## src/design/qalu_pkg.sv

```systemverilog
// Shared types and default widths for the quaternion arithmetic unit.
// Has no dependencies; every other design file imports it.
`default_nettype none

package qalu_pkg;

    // Default component format: signed Q8.16
    localparam int QALU_COMP_WIDTH = 24;
    localparam int QALU_FRAC_BITS  = 16;

    // Operation codes carried with each transaction
    typedef enum logic [2:0] {
        OP_ADD  = 3'd0,
        OP_SUB  = 3'd1,
        OP_MUL  = 3'd2,
        OP_CONJ = 3'd3,
        OP_ROT  = 3'd4
    } t_op;

    // Per-stage control that travels down the pipeline with the data
    typedef struct packed {
        logic valid;
        t_op  op;
    } t_ctl;

endpackage

`default_nettype wire

```

## src/design/qalu_mix.sv

```systemverilog
// Sum stage: Hamilton product sums and the nine clipped rotation coefficients,
// plus selection of the non-rotate result. Depends on qalu_pkg.
`default_nettype none

module qalu_mix #(
    parameter int  COMP_WIDTH = qalu_pkg::QALU_COMP_WIDTH,
    parameter int  FRAC_BITS  = qalu_pkg::QALU_FRAC_BITS,
    localparam int PROD_W     = (2 * COMP_WIDTH - FRAC_BITS > COMP_WIDTH) ?
                                (2 * COMP_WIDTH - FRAC_BITS) : (COMP_WIDTH + 1)
) (
    input  logic                         i_clk,
    input  logic                         i_rst_n,
    input  logic                         i_en,
    input  qalu_pkg::t_ctl               i_ctl,
    input  logic signed [PROD_W-1:0]     i_p [4][4],
    input  logic signed [COMP_WIDTH-1:0] i_lin [4],
    input  logic                         i_lin_sat,
    input  logic signed [COMP_WIDTH-1:0] i_v [3],
    output qalu_pkg::t_ctl               o_ctl,
    output logic signed [COMP_WIDTH-1:0] o_res [4],
    output logic                         o_sat,
    output logic signed [COMP_WIDTH-1:0] o_c [9],
    output logic signed [COMP_WIDTH-1:0] o_v [3]
);
    import qalu_pkg::*;

    localparam int SUM_W = PROD_W + 2;
    localparam logic signed [COMP_WIDTH-1:0] CMAX = {1'b0, {(COMP_WIDTH-1){1'b1}}};
    localparam logic signed [COMP_WIDTH-1:0] CMIN = {1'b1, {(COMP_WIDTH-1){1'b0}}};

    function automatic logic f_ovf(input logic signed [SUM_W-1:0] v);
        logic [SUM_W-COMP_WIDTH:0] hi;
        hi = v[SUM_W-1:COMP_WIDTH-1];
        return !((&hi) || !(|hi));
    endfunction

    function automatic logic signed [COMP_WIDTH-1:0] f_clip(input logic signed [SUM_W-1:0] v);
        logic ovf;
        ovf = f_ovf(v);
        return ovf ? (v[SUM_W-1] ? CMIN : CMAX) : v[COMP_WIDTH-1:0];
    endfunction

    logic signed [SUM_W-1:0]      w_e  [4][4];
    logic signed [SUM_W-1:0]      w_ms [4];
    logic signed [SUM_W-1:0]      w_cs [9];
    logic signed [COMP_WIDTH-1:0] w_mr [4];
    logic signed [COMP_WIDTH-1:0] w_c  [9];
    logic [3:0]                   w_m_ovf;
    logic [8:0]                   w_c_ovf;
    logic signed [COMP_WIDTH-1:0] w_res [4];
    logic                         w_sat;

    qalu_pkg::t_ctl               r_ctl;
    logic signed [COMP_WIDTH-1:0] r_res [4];
    logic                         r_sat;
    logic signed [COMP_WIDTH-1:0] r_c   [9];
    logic signed [COMP_WIDTH-1:0] r_v   [3];

    // Hamilton product sums and rotation coefficients
    always_comb begin
        for (int i = 0; i < 4; i++) begin
            for (int j = 0; j < 4; j++) begin
                w_e[i][j] = SUM_W'(i_p[i][j]);
            end
        end
        w_ms[0] = w_e[0][0] - w_e[1][1] - w_e[2][2] - w_e[3][3];
        w_ms[1] = w_e[0][1] + w_e[1][0] + w_e[2][3] - w_e[3][2];
        w_ms[2] = w_e[0][2] - w_e[1][3] + w_e[2][0] + w_e[3][1];
        w_ms[3] = w_e[0][3] + w_e[1][2] - w_e[2][1] + w_e[3][0];
        // diagonal x, y, z squares arrive already negated
        w_cs[0] = w_e[2][2] + w_e[3][3];
        w_cs[1] = w_e[1][2] - w_e[0][3];
        w_cs[2] = w_e[0][2] + w_e[1][3];
        w_cs[3] = w_e[0][3] + w_e[1][2];
        w_cs[4] = w_e[1][1] + w_e[3][3];
        w_cs[5] = w_e[2][3] - w_e[0][1];
        w_cs[6] = w_e[1][3] - w_e[0][2];
        w_cs[7] = w_e[0][1] + w_e[2][3];
        w_cs[8] = w_e[1][1] + w_e[2][2];
        for (int i = 0; i < 4; i++) begin
            w_m_ovf[i] = f_ovf(w_ms[i]);
            w_mr[i]    = f_clip(w_ms[i]);
        end
        for (int k = 0; k < 9; k++) begin
            w_c_ovf[k] = f_ovf(w_cs[k]);
            w_c[k]     = f_clip(w_cs[k]);
        end
    end

    // Select the result for the operation; rotation finishes downstream
    always_comb begin
        case (i_ctl.op)
            OP_ADD, OP_SUB, OP_CONJ: begin
                w_res = i_lin;
                w_sat = i_lin_sat;
            end
            OP_MUL: begin
                w_res = w_mr;
                w_sat = |w_m_ovf;
            end
            OP_ROT: begin
                w_res = '{default: '0};
                w_sat = |w_c_ovf;
            end
            default: begin
                w_res = '{default: '0};
                w_sat = 1'b0;
            end
        endcase
    end

    // Advance control
    always_ff @(posedge i_clk) begin
        if (!i_rst_n) begin
            r_ctl <= '0;
        end else if (i_en) begin
            r_ctl <= i_ctl;
        end
    end

    // Advance payload
    always_ff @(posedge i_clk) begin
        if (i_en) begin
            r_res <= w_res;
            r_sat <= w_sat;
            r_c   <= w_c;
            r_v   <= i_v;
        end
    end

    assign o_ctl = r_ctl;
    assign o_res = r_res;
    assign o_sat = r_sat;
    assign o_c   = r_c;
    assign o_v   = r_v;

endmodule

`default_nettype wire

```

## config.mk

```make
export PLATFORM = sky130hd
export DESIGN_NAME = qalu_mix
export DESIGN_NICKNAME = d
export VERILOG_FILES = /design/src/design/qalu_pkg.sv /design/src/design/qalu_mix.sv
export SDC_FILE = /design/constraint.sdc
export NUM_CORES = 2
export LEC_CHECK = 0
export BUFFER_PORTS_ARGS = -buffer_cell sky130_fd_sc_hd__buf_2
export CAP_MARGIN = 20
export CORE_AREA = 2 2 414 416
export CTS_BUF_LIST = sky130_fd_sc_hd__clkbuf_4 sky130_fd_sc_hd__clkbuf_8
export DETAILED_ROUTE_END_ITERATION = 12
export DIE_AREA = 0 0 416 418
export REMOVE_ABC_BUFFERS = 1
export SYNTH_ARGS = -nofsm -noshare
export SYNTH_HDL_FRONTEND = slang
export SYNTH_SLANG_ARGS = --single-unit
```

## constraint.sdc

```tcl
create_clock -name i_clk -period 7.6 [get_ports i_clk]
set_input_delay 0.76 -clock i_clk [delete_from_list [all_inputs] [get_ports i_clk]]
set_output_delay 0.76 -clock i_clk [all_outputs]
set_load 0.03 [all_outputs]
```

==> PnR_summary.wiki <==
{| class="wikitable"
! Metric !! Value
|-
| Gr usage total || 25.76%
|-
| Layout cells sized above 1 || between 20% and 30%
|-
| Number of H-tree branching levels || 3
|-
| Crit path launch type || input port
|-
| P_leak || 26.37 nW
|-
| Synth Cell Area || between 0.04 and 0.05 sq mm
|-
| Final setup vio count || 0
|-
| Gpl congestion || approximately 1.0
|-
| Layout overhead on the synthesized area || 20.50%
|-
| Kind of critical path || in2reg
|-
| Classification of the worst-slack hold path || in2reg
|-
| Launch instance of the worst min-delay path || i_v[66]
|-
| Quantity of hold-fixing buffers added after cts || 4
|-
| Setup crit end kind || flop
|-
| Number of hold violations in the final report || 0
|-
| Clock insertion delay at the later pin of the skew report || slightly below 0.8 ns
|-
| Share of the clock period used by the worst path || roughly 91%
|-
| Total power of the final layout || approximately 0.013 W
|-
| CTS tree || yes
|-
| Maximum vdd ir drop || 0.1259 mV
|-
| Setup slack, reg-to-reg || 6.98 ns
|-
| Routed length per placed instance || 26.36 microns
|-
| Post-CTS setup buffer count || 0
|-
| GR Overflow Total || 0
|-
| Fill cell count || about 18000
|-
| Final slew viol count || 0
|-
| Gate count after technology mapping || about 5500
|-
| Initial core utilization || approximately 28%
|-
| Core Footprint || ~0.17 sq mm
|-
| Area of the die || around 0.17 sq mm
|-
| Top-level I/O count || 1077
|-
| DIE HEIGHT || 418 microns
|-
| Total number of vias || approximately 47000
|-
| Required time reported for the critical path endpoint || ~8.1 ns
|-
| Capture instance of the worst register-to-register path || o_ctl[0]$_SDFFE_PN0P_
|-
| Number of I/O port buffers || around 1100
|-
| Sequential fraction of the synthesis area || between 20% and 30%
|-
| Maximum clock frequency || around 140 MHz
|-
| Number of cells traversed by the worst register-to-register path || 2
|-
| Most common library cell in the layout ignoring fill and taps || sky130_fd_sc_hd__buf_2
|-
| Number of rows created at floorplan || around 150
|-
| RR Startpoint || o_ctl[0]$_SDFFE_PN0P_
|-
| Most used flip-flop cell after synthesis || sky130_fd_sc_hd__edfxtp_1
|-
| TritonCTS buffer count || 86
|-
| Critical path launch point || i_p[384]
|-
| Clock transition at the registers of the reported paths || 0.06 ns
|-
| Detailed-route wire length || between 200000 and 250000 microns
|-
| Time the final worst path needs with I/O delays and setup || between 6 and 7 ns
|-
| Global-route wire length before repair || between 300000 and 400000 microns
|-
| X dimension of the die || approximately 420 microns
|-
| Cts repair resizes || 0
|-
| Result of the run || finished clean
|-
| Via count of the first global-routing pass || around 46000
|-
| Hold depth || 1
|-
| Unrepaired setup endpoints after global routing || false
|-
| Total number of yosys warnings || 0
|-
| Bufs on Longest Clock Path || 3
|-
| Buffer cell driving the clock tree root || sky130_fd_sc_hd__clkbuf_8
|-
| DRC violations left || 0
|-
| Via count normalized by instance count || ~5.3
|-
| First drt pass iteration count || 7
|-
| Count of distinct cell types in the synthesized netlist || slightly above 100
|-
| Number of synthesized flops with an enable pin || 385
|-
| Biggest fanout along the worst timing path || 23
|-
| Number of antenna-violating nets in the routed design || 0
|-
| MaxCap Viol Count || 0
|-
| End point of the worst hold path || o_v[66]$_DFFE_PP_
|-
| Largest net degree at the start of global routing || 118
|-
| Initial antenna violation count || 122
|-
| Post-detail-place hpwl || approximately 200000 microns
|-
| Slew at the pin with the worst max-slew slack || ~1.2 ns
|-
| Layout Cells excl Fill || slightly below 9000
|-
| Power Density || around 230 mW/mm^2
|-
| Violation count after the first detailed-route iteration || around 4000
|-
| FF+latch count, synth || just under 400
|-
| Post-Syn Area per Cell || around 8.5 sq um
|-
| Data arrival time of the critical path || 7.42 ns
|-
| Commonest cells after routing, fill and taps aside || sky130_fd_sc_hd__buf_2 (1075), sky130_fd_sc_hd__inv_1 (735), sky130_fd_sc_hd__a21oi_1 (493)
|-
| Setup TNS || 0 ns
|-
| Layout Skew || 0 ns
|-
| Post-layout nets || around 7900
|-
| Async set or reset register ratio after synthesis || 0%
|-
| Number of instances in the placed design || approximately 8700
|-
| Headroom to the max-slew limit || between 20% and 30%
|-
| Clock sink count || 389
|}
[cell usage after synthesis (all sizes together), types with 54 or more instances]
| cell | count | share of area [%] |
|---|---|---|
| inv | 736 | 5.9 |
| xnor2 | 235 | 4.4 |
| a21oi | 514 | 5.6 |
| xor2 | 97 | 1.8 |
| nand3 | 83 | 0.88 |
| a21o | 203 | 3.2 |
| edfxtp | 385 | 24 |
| o21ai | 351 | 3.7 |
| nor2b | 58 | 0.77 |
| o21a | 60 | 0.95 |
| nand2b | 54 | 0.72 |
| buf | 69 | 0.85 |
| nand4 | 63 | 0.83 |
| o211ai | 62 | 1.0 |
| nor3 | 102 | 1.1 |
| ha | 451 | 12 |
| nand2 | 372 | 3.0 |
| nor2 | 423 | 3.4 |
| clkbuf | 148 | 1.2 |
| fa | 237 | 10 |
| o21bai | 81 | 1.3 |
| a211oi | 68 | 1.1 |
[state kept, by name (all words and copies together) (netlist names)]
register  flops
o_res        96
o_v          72
o_c         216
o_sat         1
o_ctl         4
[worst max path at each step]
stage                     endpoint  slack, ns  cells past startpoint
3_3_place_gp    o_res[7]$_DFFE_PP_       0.15                     27
3_5_place_dp   o_res[11]$_DFFE_PP_     0.0008                     27
6_report        o_res[1]$_DFFE_PP_       0.69                     27
4_1_cts         o_res[1]$_DFFE_PP_       0.89                     27
2_1_floorplan   o_res[0]$_DFFE_PP_       1.10                     23
5_1_grt         o_res[3]$_DFFE_PP_       0.44                     27
[worst max-delay path, stage by stage]
cell and delay (ns):
sky130_fd_sc_hd__buf_2 0.12, sky130_fd_sc_hd__ha_1 0.20, sky130_fd_sc_hd__inv_1 0.07, sky130_fd_sc_hd__fa_1 0.38, sky130_fd_sc_hd__o21bai_2 0.18, sky130_fd_sc_hd__a2111oi_4 0.43, sky130_fd_sc_hd__o21ai_0 0.23, sky130_fd_sc_hd__a21boi_0 0.27
sky130_fd_sc_hd__buf_4 0.16, sky130_fd_sc_hd__o21bai_1 0.06, sky130_fd_sc_hd__a21oi_1 0.29, sky130_fd_sc_hd__o21ai_0 0.15, sky130_fd_sc_hd__xnor2_1 0.33, sky130_fd_sc_hd__fa_1 0.48, sky130_fd_sc_hd__inv_1 0.07, sky130_fd_sc_hd__ha_1 0.28
sky130_fd_sc_hd__a21oi_1 0.21, sky130_fd_sc_hd__o21ai_0 0.11, sky130_fd_sc_hd__or4_1 0.44, sky130_fd_sc_hd__o2111ai_1 0.33, sky130_fd_sc_hd__and2_1 0.26, sky130_fd_sc_hd__mux2i_1 0.27, sky130_fd_sc_hd__nor4_1 0.10, sky130_fd_sc_hd__and4b_1 0.24
sky130_fd_sc_hd__a21oi_2 0.18, sky130_fd_sc_hd__a21o_1 0.59, sky130_fd_sc_hd__o21ai_0 0.23
[layer usage]
layer / routed length [microns] / vias up / global-route usage [%]
met5: 91 / - / 0
met4: 12700 / 14 / 13.05
met3: 15140 / 467 / 4.498
met2: 110600 / 1955 / 43.00
met1: 95110 / 23242 / 31.86
li1: - / 21638 / -
[layout make-up]
class	instances	area [sq um]	area share [%]
Clock buffer	99	1281	2.252
Inverter	736	2763	4.856
Timing Repair Buffer	1128	5821	10.23
Antenna cell	46	115.1	0.2023
Tap cell	2218	2775	4.878
Clock inverter	56	615.6	1.082
Sequential cell	389	11640	20.46
Multi-Input combinational cell	4192	31880	56.04
[metrics by stage]
| step | utilization (%) | hold WS [ns] | setup WS (ns) | area, sq um |
|---|---|---|---|---|
| after CTS | 33.58 | 0.005689 | 0.8947 | 56770 |
| final | 33.64 | 0.09618 | 0.6903 | 56890 |
| after detailed placement | 32.43 | 0.5048 | 0.0007945 | 54840 |
| after global routing | 33.63 | 0.04929 | 0.4421 | 56870 |
| after global placement | 32.43 | 0.4953 | 0.1541 | 54840 |
| after floorplan | - | 0.6404 | 1.098 | 46260 |
[where the power goes]
part	switching, W	internal, W	total (W)
clock network	0.00124	0.00152	0.00276
logic	0.00473	0.00260	0.00733
registers	0.000144	0.00268	0.00283
[logic make-up (layout without fill, tap and decap cells)]
family | after synthesis | in the layout | synth area share (%)
buffers and inverters | 953 | 2019 | 7.874
other | 0 | 46 | 0
AND/OR/NAND/NOR | 1421 | 1421 | 14.55
XOR/XNOR | 332 | 332 | 6.175
flip-flops | 389 | 389 | 24.66
multiplexers | 46 | 46 | 1.002
AO/OA/AOI/OAI | 1705 | 1705 | 23.74
adder cells (fa/ha/maj) | 688 | 688 | 22.00
(Power assumes the default switching activity.)
